$ cat config.mk
export PLATFORM = sky130hd
export DESIGN_NAME = wind_vector_average_top
export DESIGN_NICKNAME = d
export VERILOG_FILES = /design/src/rtl/core/wva_pkg.sv /design/src/rtl/core/wva_front.sv /design/src/rtl/core/wva_queue.sv /design/src/rtl/core/wva_back.sv /design/src/rtl/core/wind_vector_average_top.sv
export VERILOG_INCLUDE_DIRS = /design/src /design/src/rtl/core
export SDC_FILE = /design/constraint.sdc
export NUM_CORES = 2
export LEC_CHECK = 0
export ABC_CLOCK_PERIOD_IN_PS = 15600
export BUFFER_PORTS_ARGS = -buffer_cell sky130_fd_sc_hd__buf_2
export CAP_MARGIN = 5
export CORE_MARGIN = 1
export CORE_UTILIZATION = 28
export DETAILED_ROUTE_END_ITERATION = 6
export HOLD_SLACK_MARGIN = 0.05
export PLACE_DENSITY_LB_ADDON = 0.1
export SYNTH_ARGS = -nofsm -noshare
export SYNTH_HDL_FRONTEND = slang
export SYNTH_SLANG_ARGS = --single-unit
$ cat constraint.sdc
create_clock -name clk -period 15.6 [get_ports clk]
set_input_delay 0.78 -clock clk [delete_from_list [all_inputs] [get_ports clk]]
set_output_delay 0.78 -clock clk [all_outputs]
set_load 0.01 [all_outputs]
$ cat src/rtl/core/wind_vector_average_top_assert.svh
// Assertion macros shared by the wind vector average RTL
`ifndef WIND_VECTOR_AVERAGE_TOP_ASSERT_SVH
`define WIND_VECTOR_AVERAGE_TOP_ASSERT_SVH

// Same-cycle implication, checked outside reset
`define WVA_ASSERT_IMP(label, clk, rst_n, ante, cons, msg) \
    label: assert property (@(posedge clk) disable iff (!rst_n) (ante) |-> (cons)) \
        else $error(msg);

// Next-cycle implication, checked outside reset
`define WVA_ASSERT_NXT(label, clk, rst_n, ante, cons, msg) \
    label: assert property (@(posedge clk) disable iff (!rst_n) (ante) |=> (cons)) \
        else $error(msg);

`endif

$ cat src/rtl/core/wva_pkg.sv
// Types, constants and the arctangent table of the wind vector average
package wva_pkg;

    localparam int ATAN_ENTRIES = 24;
    localparam int ATAN_IDX_W   = 5;
    localparam int WORK_FRAC    = 24;

    localparam logic [15:0] INV_GAIN     = 16'd39797;
    localparam logic [14:0] FULL_TURN    = 15'd23040;
    localparam logic [15:0] WEIGHT_RESET = 16'd21823;

    // floor(w/45) = (w * RECIP45) >> 20 for w < 23040
    localparam logic [14:0] RECIP45       = 15'd23302;
    // floor(b * 2^23 / 45) = (b * FRAC45) >> 12 for b < 45
    localparam logic [29:0] FRAC45        = 30'd763549742;
    localparam logic [5:0]  DIV_BY        = 6'd45;

    localparam logic [31:0] QUARTER_TURN_BAM = 32'h4000_0000;
    localparam logic [31:0] HALF_TURN_BAM    = 32'h8000_0000;

    localparam int Q_DEPTH = 2;
    localparam int Q_PTR_W = 1;
    localparam int Q_CNT_W = 2;

    typedef struct packed {
        logic [14:0] wrapped;
        logic [31:0] x0;
        logic [31:0] turn;
    } wva_item_t;

    typedef enum logic [2:0] {
        F_IDLE,
        F_DIV,
        F_REM,
        F_ANG,
        F_PUSH
    } front_state_t;

    typedef enum logic [3:0] {
        B_IDLE,
        B_ROT,
        B_MULX_OLD,
        B_MULX_NEW,
        B_MULY_OLD,
        B_MULY_NEW,
        B_SAT_Y,
        B_VEC_LOAD,
        B_VEC,
        B_SCALE,
        B_FINISH,
        B_OUT
    } back_state_t;

    // atan(2^-i) as a binary angle, full turn = 2^32
    function automatic logic [31:0] atan_entry(input logic [ATAN_IDX_W-1:0] idx);
        logic [31:0] val;
        case (idx)
            5'd0:    val = 32'h20000000;
            5'd1:    val = 32'h12E4051E;
            5'd2:    val = 32'h09FB385B;
            5'd3:    val = 32'h051111D4;
            5'd4:    val = 32'h028B0D43;
            5'd5:    val = 32'h0145D7E1;
            5'd6:    val = 32'h00A2F61E;
            5'd7:    val = 32'h00517C55;
            5'd8:    val = 32'h0028BE53;
            5'd9:    val = 32'h00145F2F;
            5'd10:   val = 32'h000A2F98;
            5'd11:   val = 32'h000517CC;
            5'd12:   val = 32'h00028BE6;
            5'd13:   val = 32'h000145F3;
            5'd14:   val = 32'h0000A2FA;
            5'd15:   val = 32'h0000517D;
            5'd16:   val = 32'h000028BE;
            5'd17:   val = 32'h0000145F;
            5'd18:   val = 32'h00000A30;
            5'd19:   val = 32'h00000518;
            5'd20:   val = 32'h0000028C;
            5'd21:   val = 32'h00000146;
            5'd22:   val = 32'h000000A3;
            5'd23:   val = 32'h00000051;
            default: val = 32'h00000000;
        endcase
        return val;
    endfunction

endpackage

$ cat src/rtl/core/wva_front.sv
// Front end: wraps the angle, scales the speed and converts the angle to a binary angle
module wva_front (
    input  logic                clk,
    input  logic                rst_n,
    input  logic                push,
    output logic                full,
    input  logic [15:0]         wind_speed,
    input  logic signed [15:0]  wind_angle,
    output logic                q_push,
    output wva_pkg::wva_item_t  q_item,
    input  logic                q_full
);

    wva_pkg::front_state_t state_reg, state_next;

    logic [14:0] wrapped_reg, wrapped_next;
    logic [31:0] x0_reg, x0_next;
    logic [8:0]  quot_reg, quot_next;
    logic [5:0]  rem_reg, rem_next;
    logic [31:0] turn_reg, turn_next;

    logic signed [16:0] ang_ext;
    logic signed [16:0] ang_wrap;
    logic signed [16:0] ang_plus;
    logic [29:0]        quot_prod;
    logic [14:0]        rem_diff;
    logic [35:0]        frac_prod;

    // Wrap the raw angle into one turn
    always_comb
    begin
        ang_ext  = {wind_angle[15], wind_angle};
        ang_plus = ang_ext + 17'sd23040;
        if (ang_ext < 0)
        begin
            if (ang_plus < 0)
            begin
                ang_wrap = ang_ext + 17'sd46080;
            end
            else
            begin
                ang_wrap = ang_plus;
            end
        end
        else if (ang_ext >= 17'sd23040)
        begin
            ang_wrap = ang_ext - 17'sd23040;
        end
        else
        begin
            ang_wrap = ang_ext;
        end
    end

    // Hold the state register
    always_ff @(posedge clk or negedge rst_n)
    begin
        if (!rst_n)
        begin
            state_reg <= wva_pkg::F_IDLE;
        end
        else
        begin
            state_reg <= state_next;
        end
    end

    // Hold the datapath registers
    always_ff @(posedge clk)
    begin
        wrapped_reg <= wrapped_next;
        x0_reg      <= x0_next;
        quot_reg    <= quot_next;
        rem_reg     <= rem_next;
        turn_reg    <= turn_next;
    end

    // Sequence the angle conversion: quotient, remainder, binary angle
    always_comb
    begin
        state_next   = state_reg;
        wrapped_next = wrapped_reg;
        x0_next      = x0_reg;
        quot_next    = quot_reg;
        rem_next     = rem_reg;
        turn_next    = turn_reg;
        q_push       = 1'b0;
        quot_prod    = wrapped_reg * wva_pkg::RECIP45;
        rem_diff     = wrapped_reg - (15'(quot_reg) * 15'(wva_pkg::DIV_BY));
        frac_prod    = 36'(rem_reg) * 36'(wva_pkg::FRAC45);
        case (state_reg)
            wva_pkg::F_IDLE:
            begin
                if (push)
                begin
                    wrapped_next = ang_wrap[14:0];
                    x0_next      = wind_speed * wva_pkg::INV_GAIN;
                    state_next   = wva_pkg::F_DIV;
                end
            end
            wva_pkg::F_DIV:
            begin
                quot_next  = quot_prod[28:20];
                state_next = wva_pkg::F_REM;
            end
            wva_pkg::F_REM:
            begin
                rem_next   = rem_diff[5:0];
                state_next = wva_pkg::F_ANG;
            end
            wva_pkg::F_ANG:
            begin
                turn_next  = {quot_reg, 23'd0} + {8'd0, frac_prod[35:12]};
                state_next = wva_pkg::F_PUSH;
            end
            wva_pkg::F_PUSH:
            begin
                if (!q_full)
                begin
                    q_push     = 1'b1;
                    state_next = wva_pkg::F_IDLE;
                end
            end
            default:
            begin
                state_next = wva_pkg::F_IDLE;
            end
        endcase
    end

    assign full   = (state_reg != wva_pkg::F_IDLE);
    assign q_item = '{wrapped: wrapped_reg, x0: x0_reg, turn: turn_reg};

endmodule

$ cat src/rtl/core/wva_queue.sv
// Short queue of prepared samples between front and back
`include "wind_vector_average_top_assert.svh"

module wva_queue (
    input  logic                clk,
    input  logic                rst_n,
    input  logic                wr_en,
    input  wva_pkg::wva_item_t  wr_item,
    output logic                full,
    input  logic                rd_en,
    output wva_pkg::wva_item_t  rd_item,
    output logic                empty
);

    wva_pkg::wva_item_t entry_reg [wva_pkg::Q_DEPTH];

    logic [wva_pkg::Q_PTR_W-1:0] wr_ptr_reg, rd_ptr_reg;
    logic [wva_pkg::Q_CNT_W-1:0] count_reg;

    logic do_wr, do_rd;

    assign full  = (count_reg == wva_pkg::Q_CNT_W'(wva_pkg::Q_DEPTH));
    assign empty = (count_reg == '0);
    assign do_wr = wr_en && !full;
    assign do_rd = rd_en && !empty;

    // Advance pointers and count
    always_ff @(posedge clk or negedge rst_n)
    begin
        if (!rst_n)
        begin
            wr_ptr_reg <= '0;
            rd_ptr_reg <= '0;
            count_reg  <= '0;
        end
        else
        begin
            if (do_wr)
            begin
                wr_ptr_reg <= wr_ptr_reg + 1'b1;
            end
            if (do_rd)
            begin
                rd_ptr_reg <= rd_ptr_reg + 1'b1;
            end
            if (do_wr && !do_rd)
            begin
                count_reg <= count_reg + 1'b1;
            end
            else if (do_rd && !do_wr)
            begin
                count_reg <= count_reg - 1'b1;
            end
        end
    end

    // Store the incoming word
    always_ff @(posedge clk)
    begin
        if (do_wr)
        begin
            entry_reg[wr_ptr_reg] <= wr_item;
        end
    end

    assign rd_item = entry_reg[rd_ptr_reg];

    `WVA_ASSERT_IMP(a_count_bound, clk, rst_n, 1'b1, count_reg <= wva_pkg::Q_CNT_W'(wva_pkg::Q_DEPTH), "queue count beyond depth")

endmodule

$ cat src/rtl/core/wva_back.sv
// Back end: CORDIC rotation, weighted blend, CORDIC vectoring and result register
`include "wind_vector_average_top_assert.svh"

module wva_back #(
    parameter int CORDIC_STEPS    = 16,
    parameter int STATE_FRAC_BITS = 16
) (
    input  logic                clk,
    input  logic                rst_n,
    input  logic [15:0]         new_weight,
    input  logic                q_empty,
    output logic                q_pop,
    input  wva_pkg::wva_item_t  q_item,
    input  logic                pop,
    output logic                empty,
    output logic [14:0]         wrapped_angle,
    output logic [15:0]         average_speed,
    output logic [14:0]         average_angle
);

    localparam int N_STEPS = (CORDIC_STEPS > wva_pkg::ATAN_ENTRIES) ?
                             wva_pkg::ATAN_ENTRIES : CORDIC_STEPS;
    localparam int STEP_W  = $clog2(N_STEPS);
    localparam int DN      = wva_pkg::WORK_FRAC - STATE_FRAC_BITS;
    localparam int CW      = (29 + DN > 36) ? 29 + DN : 36;
    localparam int MA_W    = (36 - DN > 26) ? 36 - DN : 26;
    localparam int PW      = MA_W + 18;
    localparam int AW      = PW + 1;

    localparam logic [STEP_W-1:0]    LAST_STEP  = STEP_W'(N_STEPS - 1);
    localparam logic signed [AW-1:0] STATE_MAX  = 33554431;
    localparam logic signed [AW-1:0] STATE_MIN  = -33554432;
    localparam logic signed [AW-1:0] ROUND_HALF = 32768;

    wva_pkg::back_state_t state_reg, state_next;
    logic [STEP_W-1:0]    step_reg, step_next;

    logic signed [CW-1:0] x_reg, x_next, y_reg, y_next;
    logic signed [33:0]   z_reg, z_next;
    logic signed [25:0]   ax_reg, ax_next, ay_reg, ay_next;
    logic signed [PW-1:0] prod_reg, prod_next;
    logic signed [AW-1:0] acc_reg, acc_next;
    logic [49:0]          mag_prod_reg, mag_prod_next;
    logic [46:0]          ang_prod_reg, ang_prod_next;
    logic                 base_reg, base_next;
    logic                 zero_reg, zero_next;
    logic [14:0]          wrapped_reg, wrapped_next;
    logic [14:0]          out_wrapped_reg, out_wrapped_next;
    logic [15:0]          out_speed_reg, out_speed_next;
    logic [14:0]          out_angle_reg, out_angle_next;

    logic signed [CW-1:0]   xs, ys, x0e, sx_full, vx, vy;
    logic [31:0]            atan_val;
    logic                   ccw;
    logic [31:0]            turn_fold;
    logic                   fold;
    logic signed [MA_W-1:0] mul_a;
    logic signed [17:0]     mul_b, w_new, w_old;
    logic signed [PW-1:0]   mul_p;
    logic signed [AW-1:0]   acc_sh;
    logic signed [25:0]     sat_val;
    logic [33:0]            xm;
    logic [31:0]            ang_bam;
    logic [34:0]            spd_sum;
    logic [47:0]            ang_sum;

    // Hold control state
    always_ff @(posedge clk or negedge rst_n)
    begin
        if (!rst_n)
        begin
            state_reg <= wva_pkg::B_IDLE;
            step_reg  <= '0;
            ax_reg    <= '0;
            ay_reg    <= '0;
        end
        else
        begin
            state_reg <= state_next;
            step_reg  <= step_next;
            ax_reg    <= ax_next;
            ay_reg    <= ay_next;
        end
    end

    // Hold datapath registers
    always_ff @(posedge clk)
    begin
        x_reg           <= x_next;
        y_reg           <= y_next;
        z_reg           <= z_next;
        prod_reg        <= prod_next;
        acc_reg         <= acc_next;
        mag_prod_reg    <= mag_prod_next;
        ang_prod_reg    <= ang_prod_next;
        base_reg        <= base_next;
        zero_reg        <= zero_next;
        wrapped_reg     <= wrapped_next;
        out_wrapped_reg <= out_wrapped_next;
        out_speed_reg   <= out_speed_next;
        out_angle_reg   <= out_angle_next;
    end

    // Shared CORDIC step, blend multiplier and saturation
    always_comb
    begin
        xs       = x_reg >>> step_reg;
        ys       = y_reg >>> step_reg;
        atan_val = wva_pkg::atan_entry(wva_pkg::ATAN_IDX_W'(step_reg));
        if (state_reg == wva_pkg::B_ROT)
        begin
            ccw = !z_reg[33];
        end
        else
        begin
            ccw = y_reg[CW-1] || (y_reg == '0);
        end

        x0e       = signed'({{(CW-32){1'b0}}, q_item.x0});
        fold      = ((q_item.turn - wva_pkg::QUARTER_TURN_BAM) < wva_pkg::HALF_TURN_BAM);
        turn_fold = fold ? (q_item.turn - wva_pkg::HALF_TURN_BAM) : q_item.turn;

        sx_full = x_reg >>> DN;
        w_new   = signed'({2'b00, new_weight});
        w_old   = 18'sd65536 - w_new;
        case (state_reg)
            wva_pkg::B_MULX_OLD:
            begin
                mul_a = MA_W'(ax_reg);
                mul_b = w_old;
            end
            wva_pkg::B_MULX_NEW:
            begin
                mul_a = MA_W'(sx_full);
                mul_b = w_new;
            end
            wva_pkg::B_MULY_OLD:
            begin
                mul_a = MA_W'(ay_reg);
                mul_b = w_old;
            end
            default:
            begin
                mul_a = MA_W'(y_reg >>> DN);
                mul_b = w_new;
            end
        endcase
        mul_p = mul_a * mul_b;

        acc_sh = acc_reg >>> 16;
        if (acc_sh > STATE_MAX)
        begin
            sat_val = 26'sh1FFFFFF;
        end
        else if (acc_sh < STATE_MIN)
        begin
            sat_val = 26'sh2000000;
        end
        else
        begin
            sat_val = acc_sh[25:0];
        end

        vx = CW'(ax_reg) <<< DN;
        vy = CW'(ay_reg) <<< DN;

        xm      = (|x_reg[CW-1:34]) ? '1 : x_reg[33:0];
        ang_bam = {base_reg, 31'd0} + z_reg[31:0];
        spd_sum = {1'b0, mag_prod_reg[49:16]} + 35'd32768;
        ang_sum = {1'b0, ang_prod_reg} + 48'h0000_8000_0000;
    end

    // Sequence one sample through rotate, blend, vector and scale
    always_comb
    begin
        state_next       = state_reg;
        step_next        = step_reg;
        x_next           = x_reg;
        y_next           = y_reg;
        z_next           = z_reg;
        ax_next          = ax_reg;
        ay_next          = ay_reg;
        prod_next        = prod_reg;
        acc_next         = acc_reg;
        mag_prod_next    = mag_prod_reg;
        ang_prod_next    = ang_prod_reg;
        base_next        = base_reg;
        zero_next        = zero_reg;
        wrapped_next     = wrapped_reg;
        out_wrapped_next = out_wrapped_reg;
        out_speed_next   = out_speed_reg;
        out_angle_next   = out_angle_reg;
        q_pop            = 1'b0;
        case (state_reg)
            wva_pkg::B_IDLE:
            begin
                if (!q_empty)
                begin
                    q_pop        = 1'b1;
                    wrapped_next = q_item.wrapped;
                    x_next       = fold ? -x0e : x0e;
                    y_next       = '0;
                    z_next       = signed'({{2{turn_fold[31]}}, turn_fold});
                    step_next    = '0;
                    state_next   = wva_pkg::B_ROT;
                end
            end
            wva_pkg::B_ROT, wva_pkg::B_VEC:
            begin
                if (ccw)
                begin
                    x_next = x_reg - ys;
                    y_next = y_reg + xs;
                    z_next = z_reg - signed'({2'b00, atan_val});
                end
                else
                begin
                    x_next = x_reg + ys;
                    y_next = y_reg - xs;
                    z_next = z_reg + signed'({2'b00, atan_val});
                end
                step_next = step_reg + 1'b1;
                if (step_reg == LAST_STEP)
                begin
                    step_next  = '0;
                    state_next = (state_reg == wva_pkg::B_ROT) ? wva_pkg::B_MULX_OLD
                                                               : wva_pkg::B_SCALE;
                end
            end
            wva_pkg::B_MULX_OLD:
            begin
                prod_next  = mul_p;
                state_next = wva_pkg::B_MULX_NEW;
            end
            wva_pkg::B_MULX_NEW:
            begin
                acc_next   = AW'(prod_reg) + AW'(mul_p) + ROUND_HALF;
                state_next = wva_pkg::B_MULY_OLD;
            end
            wva_pkg::B_MULY_OLD:
            begin
                ax_next    = sat_val;
                prod_next  = mul_p;
                state_next = wva_pkg::B_MULY_NEW;
            end
            wva_pkg::B_MULY_NEW:
            begin
                acc_next   = AW'(prod_reg) + AW'(mul_p) + ROUND_HALF;
                state_next = wva_pkg::B_SAT_Y;
            end
            wva_pkg::B_SAT_Y:
            begin
                ay_next    = sat_val;
                state_next = wva_pkg::B_VEC_LOAD;
            end
            wva_pkg::B_VEC_LOAD:
            begin
                zero_next = (ax_reg == '0) && (ay_reg == '0);
                base_next = ax_reg[25];
                x_next    = ax_reg[25] ? -vx : vx;
                y_next    = ax_reg[25] ? -vy : vy;
                z_next    = '0;
                step_next = '0;
                if ((ax_reg == '0) && (ay_reg == '0))
                begin
                    state_next = wva_pkg::B_FINISH;
                end
                else
                begin
                    state_next = wva_pkg::B_VEC;
                end
            end
            wva_pkg::B_SCALE:
            begin
                mag_prod_next = 50'(xm) * 50'(wva_pkg::INV_GAIN);
                ang_prod_next = 47'(ang_bam) * 47'(wva_pkg::FULL_TURN);
                state_next    = wva_pkg::B_FINISH;
            end
            wva_pkg::B_FINISH:
            begin
                out_wrapped_next = wrapped_reg;
                if (zero_reg)
                begin
                    out_speed_next = '0;
                    out_angle_next = '0;
                end
                else
                begin
                    out_speed_next = (|spd_sum[34:32]) ? 16'hFFFF : spd_sum[31:16];
                    out_angle_next = (ang_sum[47:32] >= 16'(wva_pkg::FULL_TURN)) ?
                                     15'd0 : ang_sum[46:32];
                end
                state_next = wva_pkg::B_OUT;
            end
            wva_pkg::B_OUT:
            begin
                if (pop)
                begin
                    state_next = wva_pkg::B_IDLE;
                end
            end
            default:
            begin
                state_next = wva_pkg::B_IDLE;
            end
        endcase
    end

    assign empty         = (state_reg != wva_pkg::B_OUT);
    assign wrapped_angle = out_wrapped_reg;
    assign average_speed = out_speed_reg;
    assign average_angle = out_angle_reg;

    `WVA_ASSERT_IMP(a_angle_range, clk, rst_n, state_reg == wva_pkg::B_OUT, out_angle_reg < wva_pkg::FULL_TURN, "average angle out of range")
    `WVA_ASSERT_IMP(a_zero_result, clk, rst_n, (state_reg == wva_pkg::B_OUT) && zero_reg, (out_speed_reg == '0) && (out_angle_reg == '0), "zero average gave nonzero result")
    `WVA_ASSERT_NXT(a_pop_starts_rot, clk, rst_n, q_pop, state_reg == wva_pkg::B_ROT, "popped word did not start rotation")

endmodule

$ cat src/rtl/core/wind_vector_average_top.sv
// Top level of the wind vector average
//
//  channel   handshake            payload
//  input     push / full          wind_speed, wind_angle
//  result    pop / empty          wrapped_angle, average_speed, average_angle
//  config    cfg_we               cfg_wdata (new_weight)
//
// The front end takes one sample at a time (wrap, two reciprocal multiplies, push).
// In the back end one shared CORDIC unit runs the rotation and then the vectoring,
// one step per cycle, and one multiplier does the blend.
// A 2-word queue lets the front end take a new sample while the back end works.
// The back end holds its result until popped; the front end keeps filling the queue.
// Reset is asynchronous and active low; it clears the average and loads the weight.
module wind_vector_average_top #(
    parameter int CORDIC_STEPS    = 16,
    parameter int STATE_FRAC_BITS = 16
) (
    input  logic               clk,
    input  logic               rst_n,
    input  logic               push,
    output logic               full,
    input  logic [15:0]        wind_speed,
    input  logic signed [15:0] wind_angle,
    input  logic               pop,
    output logic               empty,
    output logic [14:0]        wrapped_angle,
    output logic [15:0]        average_speed,
    output logic [14:0]        average_angle,
    input  logic               cfg_we,
    input  logic [15:0]        cfg_wdata
);

    logic [15:0] weight_reg;

    logic               fq_push, fq_full, bq_pop, bq_empty;
    wva_pkg::wva_item_t fq_item, bq_item;

    // Hold the new-sample weight
    always_ff @(posedge clk or negedge rst_n)
    begin
        if (!rst_n)
        begin
            weight_reg <= wva_pkg::WEIGHT_RESET;
        end
        else if (cfg_we)
        begin
            weight_reg <= cfg_wdata;
        end
    end

    wva_front u_front (
        .clk        (clk),
        .rst_n      (rst_n),
        .push       (push),
        .full       (full),
        .wind_speed (wind_speed),
        .wind_angle (wind_angle),
        .q_push     (fq_push),
        .q_item     (fq_item),
        .q_full     (fq_full)
    );

    wva_queue u_queue (
        .clk     (clk),
        .rst_n   (rst_n),
        .wr_en   (fq_push),
        .wr_item (fq_item),
        .full    (fq_full),
        .rd_en   (bq_pop),
        .rd_item (bq_item),
        .empty   (bq_empty)
    );

    wva_back #(
        .CORDIC_STEPS    (CORDIC_STEPS),
        .STATE_FRAC_BITS (STATE_FRAC_BITS)
    ) u_back (
        .clk           (clk),
        .rst_n         (rst_n),
        .new_weight    (weight_reg),
        .q_empty       (bq_empty),
        .q_pop         (bq_pop),
        .q_item        (bq_item),
        .pop           (pop),
        .empty         (empty),
        .wrapped_angle (wrapped_angle),
        .average_speed (average_speed),
        .average_angle (average_angle)
    );

endmodule

# Word-level counts from Yosys, hierarchy flattened
# Memory sizes are Yosys's and may differ from the RTL's.
# Index checks and enable logic that the tools add are counted.
# word_totals
reg_bits	529
latch_bits	0
ram_bits	158
mem_bits_ro	480
word_cells	170
n_memories	2
# mem_list
memory	depth	width	rd	rd_clocked_by_memory_dff	write_ports	line	text
(no name shown)	16	30	1	0	0	wva_pkg.sv:57	case (idx)
u_queue.entry_reg	2	79	1	0	1	wva_queue.sv:15	wva_pkg::wva_item_t entry_reg [wva_pkg::Q_DEPTH];
# classes
add_sub_neg	27
mul	7
div	0
order_cmp	7
eq_ne	23
n_shift	2
n_mux	43
bitwise_logic	1
reduce_logical	31
# op_table
operator	n
$mux W37	7
$pmux W37 S3	2
$mux W34	3
$pmux W34 S3	1
$pmux W28 S3	1
$add A37 B37 Y37	2
$neg A34 Y37	2
$sshr A37 B4 Y37	2
$sub A37 B37 Y37	2
$logic_not A26 Y1	2
$mux W26	2
$mul A34 B16 Y50 const B	1
$add A47 B32 Y48 const B	1
$add A46 B46 Y47	1
$add A47 B17 Y47 const B	1
$mul A28 B18 Y46	1
$mux W15	3
$pmux W4 S11	1
$mul A32 B6 Y38 const B	1
$logic_not A37 Y1	1
$neg A32 Y37	1
$add A34 B16 Y35 const B	1
$mul A6 B29 Y35 const B	1
$add A34 B33 Y34	1
57 further kinds	100

# Longest topological paths before layout
# depth
word_depth	8
depth_mapped	49
ltp_nobuf	45

# By module
# A second synthesis with hierarchy kept.
# unflattened
cells_unflattened	8043
area_unflattened_um2	79257.3
# modules_own_cells
module	instances	cells_per_inst	area_each_um2	seq_area_each_um2
wva_back	1	6385	58099.5	9999.6
wva_front	1	1359	14197.4	2897.8
wva_queue	1	265	6298.5	4844.6
wind_vector_average_top	1	34	661.9	412.9

# Worst setup path after synthesis
# OpenSTA, ideal clock, no wires.
# synth_timing
kind	register to register
startpoint	reg u_back.state_reg[0]
endpoint	reg u_back.acc_reg[36] (data pin)
setup_ps	259
t_arrival_ps	11911
required_time_ps	15341
slack_ps	3430
stages_incl_launch_ff	43
n_path_buf	3
path_cell_list	dfrtp_1 > clkbuf_1 > nand2b_1 > nor3_1 > nor2_1 > inv_1 > clkbuf_1 > o21ai_0 > xor2_1 > clkbuf_1 > nor2_1 > fa_1 > inv_1 > fa_1 > fa_1 > fa_1 > inv_1 > fa_1 > [7 not listed] > o21ai_0 > nand2b_1 > and2_1 > o21bai_1 > a21oi_1 > xnor2_1 > ha_1 > ha_1 > a21o_1 > a211oi_1 > and2_1 > a21oi_1 > nor3b_1 > o31a_1 > o31a_1 > or3_1 > a21oi_1 > xnor2_1
# synth_between
elab_chain_len	6
word_cells_on_any_way	9
classes_between	2 x add/sub; 1 x mul; 3 x eq/ne; 2 x mux; 1 x reduce/logical
# synth_rtl
item	line	text
start: declaration	wva_back.sv:35	wva_pkg::back_state_t state_reg, state_next;
start signal: assignment	wva_back.sv:72	state_reg <= wva_pkg::B_IDLE;
start signal: assignment	wva_back.sv:79	state_reg <= state_next;
$eq A4 B2 Y1 / $eq A4 B3 Y1 (equally long branches)	wva_back.sv:126	case (state_reg)
$reduce_or A2 Y1 (no source line)	n/a	
$mux W18	wva_back.sv:126	
$mul A28 B18 Y46 *	wva_back.sv:148	mul_p = mul_a * mul_b;
via u_back.mul_p[26]	wva_back.sv:59	logic signed [PW-1:0] mul_p;
$add A46 B46 Y47 *	wva_back.sv:237, wva_back.sv:248	
$add A47 B17 Y47 *	wva_back.sv:237, wva_back.sv:248	
end signal: assignment	wva_back.sv:93	acc_reg <= acc_next;
end: declaration	wva_back.sv:42	logic signed [AW-1:0] acc_reg, acc_next;
# Mark *: on every way through the listed nets, which the timed path passes. The rest lies on a longest branch.
# A chain may end at the register's enable or synchronous reset.

# Worst setup path after layout
# layout_timing
startpoint	reg u_back.state_reg[1]
endpoint	reg u_back.acc_reg[46] (data pin)
# The elaborated chain is that of the path after synthesis.

==> metrics <==
status completed; slew margin rel. 10.20%; Max Fclk 0.07868 GHz; Area contributors post-synth fa_1 (24%), edfxtp_1 (20%), ha_1 (14%); Main synth FF type edfxtp_1; Starting Density 28.11%; Pins Over Slew Limit 0; total grt overflow 0; CTS tree done; RSZ-0062 raised after global routing no; FFs w/ async S/R, synth 13.43%; Detail Route Antenna Nets 0; die height 534.2 um; filler cell count 29424; DRC Markers 0; critical path required time 16.05 ns; Layout area overhead 9.897%; area of the multi-input gates 54700 sq um; hold path startpoint wind_angle[2]; CP most frequent cell fa_1; CORE AREA 282000 sq um; worst slew pin tran 1.338 ns; Vias/cell 4.766; final-stage net count 9959; Routed WL 248700 um; synth warn 0; DR iter-0 viols 3841; post-synthesis cell area 79290 sq um; worst skew pair latency 0.74 ns; Fin Setup TNS 0 ns; Worst Path Arrival 13.16 ns; count leader, synth inv_1; Worst R2R Path Depth 44; Synth Register Bits 618; FF-to-FF Start u_back.state_reg[1]$_DFFE_PN0P_; vias in the first global route 58762; maximum fanout along the worst path 54; Setup Viol. Count Final 0; slowest stage delay, CP 0.73 ns; I/O pin cnt 101; min Tclk post-route 12.71 ns; post-synth net total 9943; GRT Overall Usage 17.47%; CTS max path bufs 3; skew final 0.05462 ns; Hold Path End u_front.wrapped_reg[2]$_DFFE_PP_; Pre-Repair DR Iteration Count 5; number of H-tree levels 3; post-CTS sizing 0; CP max-delay cell xnor2_2; post-synthesis instance total 8086; max_cap viols 0; crit path launch type register; Worst Hold Depth 1; syn avg cell area 9.806 sq um; post-synth cell types 98; Reg2Reg Setup Slack 2.89 ns; largest net degree at the start of global routing 82; share of the synthesized area in the top cell type 23.56%; clock-pin slew on the worst setup and hold paths 0.06 ns; die area 285300 sq um; Die W 534.2 um; CP endpoint kind register; Routed wire per std cell 20.87 um; Vias 56810; RePlAce Congestion 0.8554; I/O Buffers 100; Rows 195; initial antenna violation count 13; first-pass GRT wire length 378300 um; DPL Wire Length 200300 um; sequential share of the synthesized area 22.90%; CTS Buf Count 85; clk root buf clkbuf_16; CP Class reg2reg; clock sink count 618; Post-synth top cells inv_1 (1459), fa_1 (933), ha_1 (871); fin crit share 81.47%; worst min path class in2reg; worst flop-to-flop path endpoint u_back.acc_reg[46]$_DFFE_PP_; hold violation count in the final report 0; most area-hungry cell type in the Yosys netlist fa_1; share of cells above drive strength 1 6.840%; Reg area 18170 sq um; EDFF count, synth 535; max reg flops 158
==> cell usage in the layout (no fill, tap or decap), types with 107 or more instances in the layout <==
cell         n
fa_1       933
ha_1       871
inv_1     1457
a21oi_1    445
a21o_1     141
nand2_1    634
nand2b_1   107
xnor2_1    263
edfxtp_1   535
o21ai_0    277
nor2_1     540
xor2_1     221
==> layout make-up <==
cell class / count / area share [%]
antenna: 4 / 0.01149
timing repair buffer: 190 / 1.355
sequential: 618 / 20.86
clock inverter: 56 / 0.7725
tap: 3743 / 5.374
clock buffer: 101 / 2.546
multi-input combinational: 5743 / 62.77
inverter: 1464 / 6.309
==> worst max-delay path by stage <==
stage                                               start                            to  cells past startpoint
after global routing      u_back.state_reg[1]$_DFFE_PN0P_  u_back.acc_reg[46]$_DFFE_PP_                     40
after floorplan           u_back.state_reg[0]$_DFFE_PN0P_  u_back.acc_reg[36]$_DFFE_PP_                     42
after detailed placement  u_back.state_reg[1]$_DFFE_PN0P_  u_back.acc_reg[46]$_DFFE_PP_                     41
after CTS                 u_back.state_reg[1]$_DFFE_PN0P_  u_back.acc_reg[46]$_DFFE_PP_                     41
after global placement    u_back.state_reg[1]$_DFFE_PN0P_  u_back.acc_reg[46]$_DFFE_PP_                     41
final                     u_back.state_reg[1]$_DFFE_PN0P_  u_back.acc_reg[46]$_DFFE_PP_                     44
==> critical path: cells and delay by family, from the launching register on <==
kind,cells,cell delay [ns]
flip-flops,1,0.65
AO/OA/AOI/OAI,17,3.73
AND/OR/NAND/NOR,7,1.03
buffers and inverters,8,1.81
XOR/XNOR,2,0.90
multiplexers,1,0.13
adder cells (fa/ha/maj),9,4.17
==> routing by layer <==
layer / global-route usage (%) / wire [um] / vias to the layer above
li1: - / - / 27042
met1: 25.65 / 122700 / 28346
met2: 27.50 / 110300 / 1221
met3: 2.106 / 11060 / 199
met4: 3.332 / 4581 / 2
met5: 0 / 19 / -
==> per-stage QoR <==
| stage | util, % | instances | hold slack (ns) | area (sq um) | setup slack [ns] |
|---|---|---|---|---|---|
| 2_1_floorplan | - | 8086 | 0.4003 | 79290 | 3.430 |
| 6_report | 30.90 | 11919 | 0.2153 | 87140 | 2.890 |
| 3_3_place_gp | 29.86 | 11756 | 0.4042 | 84220 | 2.815 |
| 5_1_grt | 30.89 | 11916 | 0.1513 | 87130 | 1.986 |
| 3_5_place_dp | 29.86 | 11756 | 0.4056 | 84220 | 2.757 |
| 4_1_cts | 30.89 | 11914 | 0.1383 | 87120 | 2.736 |
==> cells by family after synthesis <==
| logic type | Yosys count | share of synthesized area [%] |
|---|---|---|
| multiplexers | 259 | 4.620 |
| buffers and inverters | 1725 | 8.357 |
| AND/OR/NAND/NOR | 1868 | 11.09 |
| adder cells (fa/ha/maj) | 1804 | 37.30 |
| AO/OA/AOI/OAI | 1316 | 10.25 |
| XOR/XNOR | 496 | 5.488 |
| flip-flops | 618 | 22.90 |
==> timing repair <==
| action | 4_1_cts | 5_1_grt |
|---|---|---|
| hold buffers | 1 | 0 |
| endpoints found under the hold margin | 14 | 0 |
| setup buffers | 0 | 0 |
Power is left out: the tool's default activity adds up to more than one toggle a clock period on the data nets, which glitch-free logic cannot reach.
